--- src/sv/nsc_pkg.sv ---
`timescale 1ns / 1ps

package nsc_pkg;

  // Fixed field widths of the request and result payloads
  localparam int VALUE_W       = 32;
  localparam int FRAC_BITS_DEF = 16;
  localparam int DEG_W         = 2;
  localparam int ITER_W        = 10;
  localparam int STAT_W        = 3;

  // Configuration port
  localparam int CFG_IDX_W  = 1;
  localparam int CFG_DATA_W = 32;
  localparam logic [CFG_IDX_W-1:0] REG_TOLERANCE = 1'b0;
  localparam logic [CFG_IDX_W-1:0] REG_MAX_ITER  = 1'b1;
  localparam logic [ITER_W-1:0]    MAX_ITER_RESET = 10'd100;

  // Root degrees
  localparam logic [DEG_W-1:0] DEG_SQUARE = 2'd2;
  localparam logic [DEG_W-1:0] DEG_CUBE   = 2'd3;

  // Result status codes
  localparam logic [STAT_W-1:0] STAT_CONVERGED = 3'd0;
  localparam logic [STAT_W-1:0] STAT_LIMIT     = 3'd1;
  localparam logic [STAT_W-1:0] STAT_BAD_DEG   = 3'd2;
  localparam logic [STAT_W-1:0] STAT_NEG_SQ    = 3'd3;
  localparam logic [STAT_W-1:0] STAT_ZERO_GUESS = 3'd4;
  localparam logic [STAT_W-1:0] STAT_EST_ZERO  = 3'd5;

  typedef struct packed {
    logic signed [VALUE_W-1:0] radicand;
    logic [DEG_W-1:0]          degree;
    logic signed [VALUE_W-1:0] start_guess;
  } in_t;

  typedef struct packed {
    logic signed [VALUE_W-1:0] root;
    logic [VALUE_W-1:0]        last_change;
    logic [ITER_W-1:0]         iterations;
    logic [STAT_W-1:0]         status;
  } out_t;

endpackage

--- src/sv/nsc_div.sv ---
`timescale 1ns / 1ps

module nsc_div #(
  parameter int FRAC_BITS = nsc_pkg::FRAC_BITS_DEF
) (
  input  logic                                         clk,
  input  logic                                         rst_n,
  input  logic                                         start,
  input  logic [nsc_pkg::VALUE_W+FRAC_BITS-1:0]        dividend,
  input  logic [nsc_pkg::VALUE_W-1:0]                  divisor,
  output logic                                         done,
  output logic [nsc_pkg::VALUE_W+FRAC_BITS-1:0]        quotient
);
  import nsc_pkg::*;

  localparam int DW    = VALUE_W + FRAC_BITS;
  localparam int CNT_W = $clog2(DW + 1);

  logic             busy_r;
  logic             done_r;
  logic [CNT_W-1:0] cnt_r;
  logic [VALUE_W-1:0] rem_r;
  logic [VALUE_W-1:0] dvs_r;
  logic [DW-1:0]      quo_r;

  logic [VALUE_W:0]   trial;
  logic               fits;
  logic [VALUE_W:0]   diff;

  // Shift next dividend bit into the partial remainder and try the subtract
  always_comb begin
    trial = {rem_r, quo_r[DW-1]};
    diff  = trial - {1'b0, dvs_r};
    fits  = (trial >= {1'b0, dvs_r});
  end

  // Control: count one quotient bit per cycle
  always_ff @(posedge clk) begin
    if (!rst_n) begin
      busy_r <= 1'b0;
      done_r <= 1'b0;
      cnt_r  <= '0;
    end else begin
      done_r <= 1'b0;
      if (start) begin
        busy_r <= 1'b1;
        cnt_r  <= CNT_W'(DW);
      end else if (busy_r) begin
        cnt_r <= cnt_r - 1'b1;
        if (cnt_r == CNT_W'(1)) begin
          busy_r <= 1'b0;
          done_r <= 1'b1;
        end
      end
    end
  end

  // Datapath: restoring long division, quotient shifts in behind the dividend
  always_ff @(posedge clk) begin
    if (start) begin
      quo_r <= dividend;
      rem_r <= '0;
      dvs_r <= divisor;
    end else if (busy_r) begin
      quo_r <= {quo_r[DW-2:0], fits};
      rem_r <= fits ? diff[VALUE_W-1:0] : trial[VALUE_W-1:0];
    end
  end

  assign done     = done_r;
  assign quotient = quo_r;

endmodule

--- src/sv/nsc_core.sv ---
`timescale 1ns / 1ps

module nsc_core #(
  parameter int FRAC_BITS = nsc_pkg::FRAC_BITS_DEF
) (
  input  logic                         clk,
  input  logic                         rst_n,
  input  logic                         start,
  input  nsc_pkg::in_t                 item,
  input  logic [nsc_pkg::VALUE_W-1:0]  tolerance,
  input  logic [nsc_pkg::ITER_W-1:0]   iter_limit,
  input  logic                         res_take,
  output logic                         ready,
  output logic                         res_valid,
  output nsc_pkg::out_t                res
);
  import nsc_pkg::*;

  localparam int W    = VALUE_W;
  localparam int DW   = VALUE_W + FRAC_BITS;
  localparam int D3_W = 48;

  localparam logic [3:0] S_IDLE = 4'd0;
  localparam logic [3:0] S_MUL  = 4'd1;
  localparam logic [3:0] S_DSET = 4'd2;
  localparam logic [3:0] S_DIV  = 4'd3;
  localparam logic [3:0] S_UPD  = 4'd4;
  localparam logic [3:0] S_DIV3 = 4'd5;
  localparam logic [3:0] S_CHK  = 4'd6;
  localparam logic [3:0] S_DONE = 4'd7;

  localparam logic [W-1:0] VMAXP = {1'b0, {(W-1){1'b1}}};
  localparam logic [W-1:0] VMIN  = {1'b1, {(W-1){1'b0}}};

  // Reciprocal of three, exact for an 18-bit partial dividend
  localparam logic [17:0] THIRD_K = 18'd174763;
  localparam logic [1:0]  D3_LAST = 2'd2;

  function automatic logic [W-1:0] mag_f(input logic [W-1:0] v);
    return v[W-1] ? (~v + 1'b1) : v;
  endfunction

  logic [3:0]        state_r;
  logic [W-1:0]      a_r;
  logic              deg3_r;
  logic [W-1:0]      p_r;
  logic [W-1:0]      pnew_r;
  logic [W-1:0]      q_r;
  logic [2*W-1:0]    prod_r;
  logic              neg_r;
  logic              tneg_r;
  logic [W-1:0]      change_r;
  logic [ITER_W-1:0] iter_r;
  logic [STAT_W-1:0] status_r;
  logic [D3_W-1:0]   d3_sh_r;
  logic [1:0]        d3_rem_r;
  logic [1:0]        d3_cnt_r;

  logic          div_start;
  logic [DW-1:0] div_dividend;
  logic [W-1:0]  div_divisor;
  logic          div_done;
  logic [DW-1:0] div_quo;

  logic [W-1:0]      pm;
  logic [2*W-1:0]    sq_wide;
  logic [W-1:0]      sq_sat;
  logic [W-1:0]      dsig;
  logic [W-1:0]      dmag;
  logic              dneg;
  logic [DW-1:0]     lim;
  logic [DW-1:0]     qm;
  logic [W:0]        s_sum;
  logic [W+1:0]      t_sum;
  logic [W+1:0]      t_mag;
  logic [W:0]        dif;
  logic [W-1:0]      chg;
  logic [ITER_W-1:0] iter_nxt;
  logic [17:0]       d3_v;
  logic [35:0]       d3_prod;
  logic [15:0]       d3_digit;
  logic [17:0]       d3_left;
  logic [W-1:0]      d3_quo;

  nsc_div #(
    .FRAC_BITS(FRAC_BITS)
  ) u_div (
    .clk      (clk),
    .rst_n    (rst_n),
    .start    (div_start),
    .dividend (div_dividend),
    .divisor  (div_divisor),
    .done     (div_done),
    .quotient (div_quo)
  );

  // Arithmetic around the shared divider
  always_comb begin
    pm       = mag_f(p_r);
    sq_wide  = prod_r >> FRAC_BITS;
    sq_sat   = (|sq_wide[2*W-1:W-1]) ? VMAXP : sq_wide[W-1:0];
    dsig     = deg3_r ? sq_sat : p_r;
    dmag     = mag_f(dsig);
    dneg     = a_r[W-1] ^ dsig[W-1];
    lim      = {{(DW-W){1'b0}}, neg_r, {(W-1){~neg_r}}};
    qm       = (div_quo > lim) ? lim : div_quo;
    s_sum    = {p_r[W-1], p_r} + {q_r[W-1], q_r};
    t_sum    = {p_r[W-1], p_r, 1'b0} + {{2{q_r[W-1]}}, q_r};
    t_mag    = t_sum[W+1] ? (~t_sum + 1'b1) : t_sum;
    dif      = {pnew_r[W-1], pnew_r} - {p_r[W-1], p_r};
    chg      = dif[W] ? W'(~dif + 1'b1) : dif[W-1:0];
    iter_nxt = iter_r + 1'b1;
  end

  // Divide by three, 16 dividend bits per cycle, remainder carried between steps
  always_comb begin
    d3_v     = {d3_rem_r, d3_sh_r[D3_W-1:D3_W-16]};
    d3_prod  = {18'b0, d3_v} * {18'b0, THIRD_K};
    d3_digit = d3_prod[34:19];
    d3_left  = d3_v - ({1'b0, d3_digit, 1'b0} + {2'b0, d3_digit});
    d3_quo   = {d3_sh_r[15:0], d3_digit};
  end

  // Launch the divider for the Newton quotient in S_DSET
  always_comb begin
    div_start    = 1'b0;
    div_dividend = {mag_f(a_r), {FRAC_BITS{1'b0}}};
    div_divisor  = dmag;
    case (state_r)
      S_DSET: begin
        div_start = (dmag != '0);
      end
      default: begin
        div_start = 1'b0;
      end
    endcase
  end

  // Sequence one Newton iteration after another
  always_ff @(posedge clk) begin
    if (!rst_n) begin
      state_r <= S_IDLE;
    end else begin
      case (state_r)
        S_IDLE: begin
          if (start) begin
            a_r      <= item.radicand;
            deg3_r   <= (item.degree == DEG_CUBE);
            p_r      <= item.start_guess;
            iter_r   <= '0;
            change_r <= '0;
            if (item.degree != DEG_SQUARE && item.degree != DEG_CUBE) begin
              status_r <= STAT_BAD_DEG;
              p_r      <= '0;
              state_r  <= S_DONE;
            end else if (item.degree == DEG_SQUARE && item.radicand[W-1]) begin
              status_r <= STAT_NEG_SQ;
              p_r      <= '0;
              state_r  <= S_DONE;
            end else if (item.start_guess == '0) begin
              status_r <= STAT_ZERO_GUESS;
              state_r  <= S_DONE;
            end else begin
              state_r <= (item.degree == DEG_CUBE) ? S_MUL : S_DSET;
            end
          end
        end
        S_MUL: begin
          prod_r  <= pm * pm;
          state_r <= S_DSET;
        end
        S_DSET: begin
          neg_r <= dneg;
          // Zero divisor saturates toward the radicand's sign
          if (dmag == '0) begin
            q_r     <= (a_r == '0) ? '0 : (dneg ? VMIN : VMAXP);
            state_r <= S_UPD;
          end else begin
            state_r <= S_DIV;
          end
        end
        S_DIV: begin
          if (div_done) begin
            q_r     <= neg_r ? W'(~qm + 1'b1) : qm[W-1:0];
            state_r <= S_UPD;
          end
        end
        S_UPD: begin
          if (deg3_r) begin
            tneg_r   <= t_sum[W+1];
            d3_sh_r  <= {{(D3_W-W-2){1'b0}}, t_mag};
            d3_rem_r <= '0;
            d3_cnt_r <= '0;
            state_r  <= S_DIV3;
          end else begin
            pnew_r  <= s_sum[W:1];
            state_r <= S_CHK;
          end
        end
        S_DIV3: begin
          d3_sh_r  <= {d3_sh_r[D3_W-17:0], d3_digit};
          d3_rem_r <= d3_left[1:0];
          d3_cnt_r <= d3_cnt_r + 1'b1;
          if (d3_cnt_r == D3_LAST) begin
            pnew_r  <= tneg_r ? (~d3_quo + 1'b1) : d3_quo;
            state_r <= S_CHK;
          end
        end
        S_CHK: begin
          p_r      <= pnew_r;
          change_r <= chg;
          iter_r   <= iter_nxt;
          if (chg <= tolerance) begin
            status_r <= STAT_CONVERGED;
            state_r  <= S_DONE;
          end else if (pnew_r == '0) begin
            status_r <= STAT_EST_ZERO;
            state_r  <= S_DONE;
          end else if (iter_nxt >= iter_limit) begin
            status_r <= STAT_LIMIT;
            state_r  <= S_DONE;
          end else begin
            state_r <= deg3_r ? S_MUL : S_DSET;
          end
        end
        S_DONE: begin
          if (res_take) begin
            state_r <= S_IDLE;
          end
        end
        default: begin
          state_r <= S_IDLE;
        end
      endcase
    end
  end

  // Present the finished result
  always_comb begin
    ready           = (state_r == S_IDLE);
    res_valid       = (state_r == S_DONE);
    res.root        = p_r;
    res.last_change = change_r;
    res.iterations  = iter_r;
    res.status      = status_r;
  end

  a_done_state: assert property (@(posedge clk) disable iff (!rst_n)
    div_done |-> (state_r == S_DIV))
    else $error("divider finished outside the divide state");

  a_start_state: assert property (@(posedge clk) disable iff (!rst_n)
    div_start |=> (state_r == S_DIV))
    else $error("divider launched without waiting for it");

  a_reject_zero: assert property (@(posedge clk) disable iff (!rst_n)
    (state_r == S_DONE && (status_r == STAT_BAD_DEG || status_r == STAT_NEG_SQ ||
      status_r == STAT_ZERO_GUESS)) |-> (p_r == '0 && iter_r == '0 && change_r == '0))
    else $error("rejected request carries nonzero result");

  a_iter_ran: assert property (@(posedge clk) disable iff (!rst_n)
    (state_r == S_DONE && (status_r == STAT_CONVERGED || status_r == STAT_LIMIT ||
      status_r == STAT_EST_ZERO)) |-> (iter_r != '0))
    else $error("iterative result without any iteration");

endmodule

--- src/sv/newton_square_cube_root.sv ---
`timescale 1ns / 1ps

// Newton-Raphson square and cube root, signed fixed point (Q16.16 by default).
// Request channel in_*: radicand, degree (2 or 3) and a nonzero start guess,
// taken when in_valid is high and in_stall is low. Result channel out_*: root,
// last change, iteration count and status, held while out_stall is high.
// Configuration port cfg_*: index 0 tolerance, index 1 iteration limit,
// written while cfg_we is high; write only while no request is in flight.
// One request is worked on at a time; in_stall stays high until its result
// has moved into the output register, which frees the core for the next one.
// Each quotient with a nonzero divisor goes through one restoring divider that
// yields one bit per cycle; a cube-root iteration (square, quotient, a third by
// a three-step reciprocal multiply) skips the divider when the square is zero.
// A rejected request goes straight to the done state. out_valid rises as the
// result is loaded into the output register; with that register free the core
// returns to idle as it is loaded, so the next request can then be taken.
// Reset clears the sequencer and output valid and sets tolerance 0 and the
// iteration limit 100. A stalled receiver holds the result in the output
// register; the core then waits in its done state with the next result.
module newton_square_cube_root #(
  parameter int FRAC_BITS = nsc_pkg::FRAC_BITS_DEF
) (
  input  logic                           clk,
  input  logic                           rst_n,
  input  logic                           in_valid,
  output logic                           in_stall,
  input  nsc_pkg::in_t                   in_data,
  output logic                           out_valid,
  input  logic                           out_stall,
  output nsc_pkg::out_t                  out_data,
  input  logic                           cfg_we,
  input  logic [nsc_pkg::CFG_IDX_W-1:0]  cfg_index,
  input  logic [nsc_pkg::CFG_DATA_W-1:0] cfg_wdata
);
  import nsc_pkg::*;

  logic [VALUE_W-1:0] tolerance_r;
  logic [ITER_W-1:0]  iter_limit_r;
  logic               out_valid_r;
  out_t               out_data_r;

  logic core_ready;
  logic core_valid;
  out_t core_res;
  logic res_take;

  // Capture configuration writes
  always_ff @(posedge clk) begin
    if (!rst_n) begin
      tolerance_r  <= '0;
      iter_limit_r <= MAX_ITER_RESET;
    end else if (cfg_we) begin
      case (cfg_index)
        REG_TOLERANCE: tolerance_r  <= cfg_wdata[VALUE_W-1:0];
        REG_MAX_ITER:  iter_limit_r <= cfg_wdata[ITER_W-1:0];
        default: begin
          iter_limit_r <= iter_limit_r;
        end
      endcase
    end
  end

  nsc_core #(
    .FRAC_BITS(FRAC_BITS)
  ) u_core (
    .clk        (clk),
    .rst_n      (rst_n),
    .start      (in_valid && core_ready),
    .item       (in_data),
    .tolerance  (tolerance_r),
    .iter_limit (iter_limit_r),
    .res_take   (res_take),
    .ready      (core_ready),
    .res_valid  (core_valid),
    .res        (core_res)
  );

  assign in_stall = !core_ready;
  assign res_take = !out_valid_r || !out_stall;

  // Output register: load a finished result, drop valid once taken
  always_ff @(posedge clk) begin
    if (!rst_n) begin
      out_valid_r <= 1'b0;
    end else if (core_valid && res_take) begin
      out_valid_r <= 1'b1;
    end else if (!out_stall) begin
      out_valid_r <= 1'b0;
    end
  end

  always_ff @(posedge clk) begin
    if (core_valid && res_take) begin
      out_data_r <= core_res;
    end
  end

  assign out_valid = out_valid_r;
  assign out_data  = out_data_r;

endmodule

--- config.mk ---
export PLATFORM = sky130hd
export DESIGN_NAME = newton_square_cube_root
export DESIGN_NICKNAME = d
export VERILOG_FILES = /design/src/sv/nsc_pkg.sv /design/src/sv/nsc_div.sv /design/src/sv/nsc_core.sv /design/src/sv/newton_square_cube_root.sv
export SDC_FILE = /design/constraint.sdc
export NUM_CORES = 2
export LEC_CHECK = 0
export BUFFER_PORTS_ARGS = -buffer_cell sky130_fd_sc_hd__buf_2
export CORE_ASPECT_RATIO = 0.8
export CORE_MARGIN = 2
export CORE_UTILIZATION = 46
export CTS_BUF_LIST = sky130_fd_sc_hd__clkbuf_8
export DETAILED_ROUTE_END_ITERATION = 10
export HOLD_SLACK_MARGIN = 0.12
export SETUP_SLACK_MARGIN = 0.2
export SLEW_MARGIN = 20
export SYNTH_ARGS = -nofsm -noshare
export SYNTH_HDL_FRONTEND = slang
export SYNTH_HIERARCHICAL = 1
export SYNTH_SLANG_ARGS = --single-unit
--- constraint.sdc ---
create_clock -name clk -period 11 [get_ports clk]
set_clock_uncertainty 0.2 [all_clocks]
set_input_delay 1.1 -clock clk [delete_from_list [all_inputs] [get_ports clk]]
set_output_delay 1.1 -clock clk [all_outputs]
set_load 0.02 [all_outputs]
== Word level (Yosys, flattened, before mapping) ==
Index checks and enable logic that the tools add are counted.

* Bits in registers: 536
* Latch bits: 0
* RAM bits: 0
* Memory bits (read-only): 0
* Input bits: 104
* Output and inout bits: 79
* Logic and storage cells: 186
* Memories: 0

* $add $sub $neg: 16
* Multipliers: 2
* Div/mod/pow operators: 0
* Magnitude comparators: 4
* Equal/unequal tests: 23
* Shift-type cells: 0
* Muxes and demuxes: 66
* Bitwise gates (word level): 12
* Reduce and logical (&&, ||, !) cells: 33

{| class="wikitable"
|+ Operator list
! operator !! number
|-
| two-way mux 32 bit || 20
|-
| case mux 32 bit (2 select lines) || 4
|-
| adder 32 x 1 -> 32 bit, second input constant || 6
|-
| inverter 32 bit || 6
|-
| two-way mux 48 bit || 3
|-
| logical NOT 32 bit || 4
|-
| case mux 48 bit (2 select lines) || 1
|-
| multiplier 32 x 32 -> 64 bit || 1
|-
| greater-than comparator 48 x 32 -> 1 bit || 1
|-
| two-way mux 4 bit || 10
|-
| multiplier 18 x 18 -> 35 bit, second input constant || 1
|-
| adder 33 x 32 -> 34 bit || 1
|-
| adder 34 x 1 -> 34 bit, second input constant || 1
|-
| two-way mux 34 bit || 1
|-
| inverter 34 bit || 1
|-
| adder 32 x 32 -> 33 bit || 1
|-
| >= comparator 33 x 32 -> 1 bit || 1
|-
| subtractor 32 x 32 -> 33 bit || 1
|-
| <= comparator 32 bit || 1
|-
| case mux 4 bit (8 select lines) || 1
|-
| nonzero test 32 bit || 1
|-
| subtractor 32 bit || 1
|-
| two-way mux 3 bit || 8
|-
| case mux 10 bit (2 select lines) || 1
|-
| 34 further kinds || 79
|}

== Longest topological paths before layout ==
* Depth after elaboration: 9
* Mapped depth: 41
* Depth with buffers taken out: 37

== By module ==
The synthesis kept the hierarchy.

{| class="wikitable"
|+ Modules (own cells, without submodules)
! module !! times used !! cells an instance !! area each (um2) !! sequential area each (um2)
|-
| nsc_core || 1 || 6252 || 57302.5 || 8348.0
|-
| nsc_div || 1 || 635 || 6731.5 || 3203.1
|-
| newton_square_cube_root || 1 || 260 || 4042.6 || 3173.0
|}

== Worst setup path after synthesis ==
No wires, ideal clock.

* Path kind: reg-to-reg
* Start point: register u_core.p_r[0]
* End point: register u_core.prod_r[63] (data pin)
* Setup time: 0.263 ns
* Arrival: 10.068 ns
* Data required time: 10.537 ns
* Path slack: 0.470 ns
* Stages on the path, launching flop included: 37
* Path buffers: 4
* Period minus slack after synthesis: 10.530 ns
* Cells stage by stage: edfxtp_1 > clkbuf_1 > inv_1 > clkbuf_1 > clkbuf_1 > ha_1 > nand4_1 > o21ai_0 > nand3_1 > xnor2_1 > clkinv_1 > clkbuf_1 > nor2_1 > fa_1 > inv_1 > fa_1 > inv_1 > fa_1 > inv_1 > fa_1 > inv_1 > fa_1 > fa_1 > fa_1 > fa_1 > ha_1 > a21o_1 > a21o_1 > a2111o_1 > a41o_1 > nor4_1 > nor3_1 > or2_2 > a21oi_1 > o21ai_0 > a311oi_1 > xnor2_1

* Word-level cells in the longest chain between the ends: 4

{| class="wikitable"
|+ Ends and longest elaborated chain
! element !! RTL line !! text
|-
| start: declaration || nsc_core.sv:46 || <nowiki>logic [W-1:0] p_r;</nowiki>
|-
| start signal: assignment || nsc_core.sv:149 || <nowiki>p_r <= item.start_guess;</nowiki>
|-
| start signal: assignment || nsc_core.sv:210 || <nowiki>p_r <= pnew_r;</nowiki>
|-
| inverter 32 bit || nsc_core.sv:40 || <nowiki>return v[W-1] ? (~v + 1'b1) : v;</nowiki>
|-
| adder 32 x 1 -> 32 bit || nsc_core.sv:40 ||
|-
| two-way mux 32 bit * || nsc_core.sv:40 ||
|-
| multiplier 32 x 32 -> 64 bit * || nsc_core.sv:169 || <nowiki>prod_r <= pm * pm;</nowiki>
|-
| end signal: assignment || nsc_core.sv:169 ||
|-
| end: declaration || nsc_core.sv:49 || <nowiki>logic [2*W-1:0] prod_r;</nowiki>
|}

Every way passes the cells marked *; elsewhere a longest branch is shown, timed or not.
A chain may end at the register's enable or synchronous reset.

== Final worst setup path ==
* Start point: register u_core.p_r[11]
* End point: register u_core.prod_r[53] (data pin)

Same word-level chain as after synthesis.

==> results_dict.tcl <==
set metrics [dict create \
    status "finished clean" \
    grt.overflow.total 0 \
    area_delta_synth_final_pct 8.84 \
    worstSetupStartpoint "u_core/p_r[11]" \
    min_from "u_core/change_r[26]" \
    die_w_microns 434 \
    worst_pin_slew_ns 1.14 \
    finalSetupViolations 0 \
    synth-edff-count 433 \
    cpPeakStageDelay_ns 0.56 \
    drtPass1Iterations 6 \
    yosys_register_bits 519 \
    track_usage_pct 28.7 \
    antenna_left 0 \
    drt_iter0_drc 4681 \
    syn_inst 7147 \
    fin_nets 9047 \
    path_max_fanout 6 \
    gp_congestion 1.01 \
    grt_pass1_vias 52800 \
    fin_crit_sh_pct 94.2 \
    cts.sinks 519 \
    drv_cap 0 \
    avgRoutedWirePerCell_microns 22.7 \
    maxSlewHeadroom_pct 24.0 \
    cp.required_ns 11.34 \
    setup_tns_ns 0 \
    ys_async_sr_fraction_pct 0 \
    core_sq_um 147000 \
    route.detailed.drc 0 \
    initial_core_util_pct 46.2 \
    layout_common_cells "inv_1, fa_1, ha_1" \
    clk_latency_ns 0.81 \
    ys_warn_count 6 \
    dp_hpwl_microns 176000 \
    critPathArrivalTime_ns 10.70 \
    cts_buffers 87 \
    fill_cells 13800 \
    synth_cell_type_count 96 \
    hold_viol 0 \
    drive_gt1_share_pct 8.64 \
    hold_class "flip-flop to flip-flop" \
    clockRootBuffer "clkbuf_8" \
    grt_max_degree 79 \
    antenna_found_initial 11 \
    path_class "flip-flop to flip-flop" \
    die_area_sq_um 151000 \
    r2r-start "u_core/p_r[11]" \
    ys_seq_area_share_pct 21.6 \
    setup.worst_path.end_class "flip-flop" \
    synth_flop_cell "edfxtp_1" \
    grt_pass1_wl_microns 326000 \
    wirelength_microns 215000 \
    synth_area_sq_um 68100 \
    vias 52900 \
    io_pins 183 \
    final.min_clock_period_ns 10.36 \
    cts_hold_buf 0 \
    clock.fmax_ghz 0.0965 \
    cts_tree "yes" \
    clk_pin_slew_worst_paths_ns 0.06 \
    rsz0062_at_grt "false" \
    syn-mean-instance-area_sq_um 9.53 \
    critPathMostFrequentCell "fa_1" \
    die_y_microns 348 \
    num_rows 126 \
    port_buffers 182 \
    slew_violations 0 \
    cts_max_level 3 \
    cts_buffer_depth 3 \
    crit_slowest_cell "fa_1" \
    mostFrequentLayoutCell "inv_1" \
    vias_per_cell 5.59 \
    finalCoreUtilization_pct 50.3 \
    cp-start-kind "flip-flop" \
]
[path summary, 6_finish.rpt]
kind / end / depth (start not counted) / slack (ns)
setup / recovery: u_core/prod_r[53] / 36 / 0.64
hold / removal: out_data[39] / 0 / 0.21
setup reg to reg: u_core/prod_r[53] / 36 / 0.64
hold reg to reg: out_data[39] / 0 / 0.21
[per-stage QoR]
| stage | hold WS, ns | area, sq um | instances | setup slack, ns |
|---|---|---|---|---|
| 2_1_floorplan | 0.200 | 68200 | 7187 | 0.470 |
| 3_3_place_gp | 0.200 | 72100 | 9272 | 0.465 |
| 3_5_place_dp | 0.205 | 72100 | 9273 | 0.347 |
| 4_1_cts | 0.179 | 73900 | 9436 | 0.344 |
| 5_1_grt | 0.212 | 74100 | 9450 | 0.252 |
| 6_report | 0.207 | 74100 | 9451 | 0.642 |
[critical path, delay by kind of cell (launching register included)]
kind | cells | cell delay, ns
and+or+nand+nor | 7 | 1.73
buffers and inverters | 10 | 1.24
adders and majority gates | 8 | 3.81
DFF | 1 | 0.39
AOI/OAI and AO/OA | 9 | 2.33
xor gates and xnor gates | 2 | 0.38
[registers in the layout, indices dropped and copies added (netlist names), 2 cells and up]
register / cells
u_core/q_r: 32
tolerance_r: 32
u_core/pnew_r: 32
u_core/u_div/dvs_r: 32
u_core/change_r: 32
u_core/u_div/quotient: 48
u_core/iter_r: 10
out_data: 77
u_core/prod_r: 48
iter_limit_r: 10
u_core/u_div/cnt_r: 6
u_core/status_r: 3
u_core/state_r: 3
u_core/d3_rem_r: 2
u_core/a_r: 32
u_core/d3_cnt_r: 2
u_core/p_r: 32
u_core/u_div/rem_r: 32
u_core/d3_sh_r: 48
[cells in the mapped netlist, types with 70 or more instances]
library cell / n / area [sq um]
nor3_1: 92 / 460
nand2_1: 565 / 2120
nor2_1: 498 / 1870
mux2i_1: 72 / 721
and2_1: 72 / 450
ha_1: 641 / 8020
xnor2_1: 251 / 2200
nand4_1: 70 / 438
nand3_1: 98 / 490
a21oi_1: 308 / 1540
a21o_1: 117 / 878
edfxtp_1: 433 / 13000
fa_1: 913 / 18300
xor2_1: 132 / 1160
o21ai_0: 258 / 1290
clkbuf_1: 207 / 777
inv_1: 1350 / 5070
dfxtp_1: 86 / 1720
[routing by layer]
layer  wire length (microns)  GRT usage, %
met5                       0             0
met4                    4640          6.15
met3                   18400          5.46
met2                   91500          42.0
met1                  100000          43.9
[timing repair]
action / 4_1_cts / 5_1_grt
buffers inserted: 0 / 11
setup endpoints to repair: 0 / 14
gates resized for setup: 0 / 13
[logic make-up after synthesis]
kind of cell | count (synthesis) | share of synthesized area (%)
xor gates and xnor gates | 383 | 4.93
AOI/OAI and AO/OA | 1217 | 11.7
and+or+nand+nor | 1742 | 12.1
muxes | 125 | 1.94
other | 2 | 0.0110
DFF | 519 | 21.6
buffers and inverters | 1605 | 9.02
adders and majority gates | 1554 | 38.6
[area by class of cell]
type | instances | area, sq um | area share (%)
diodes | 4 | 10.0 | 0.0135
clock buffers | 98 | 1350 | 1.82
clock inverters | 65 | 480 | 0.648
inverters | 1359 | 5120 | 6.90
multi-input cells | 5063 | 47600 | 64.3
flip-flops and latches | 519 | 14700 | 19.9
well taps | 1984 | 2480 | 3.35
repair buffers | 359 | 2280 | 3.08
Power is left out: the tool's default activity adds up to more than one toggle a clock period on the data nets, which glitch-free logic cannot reach.
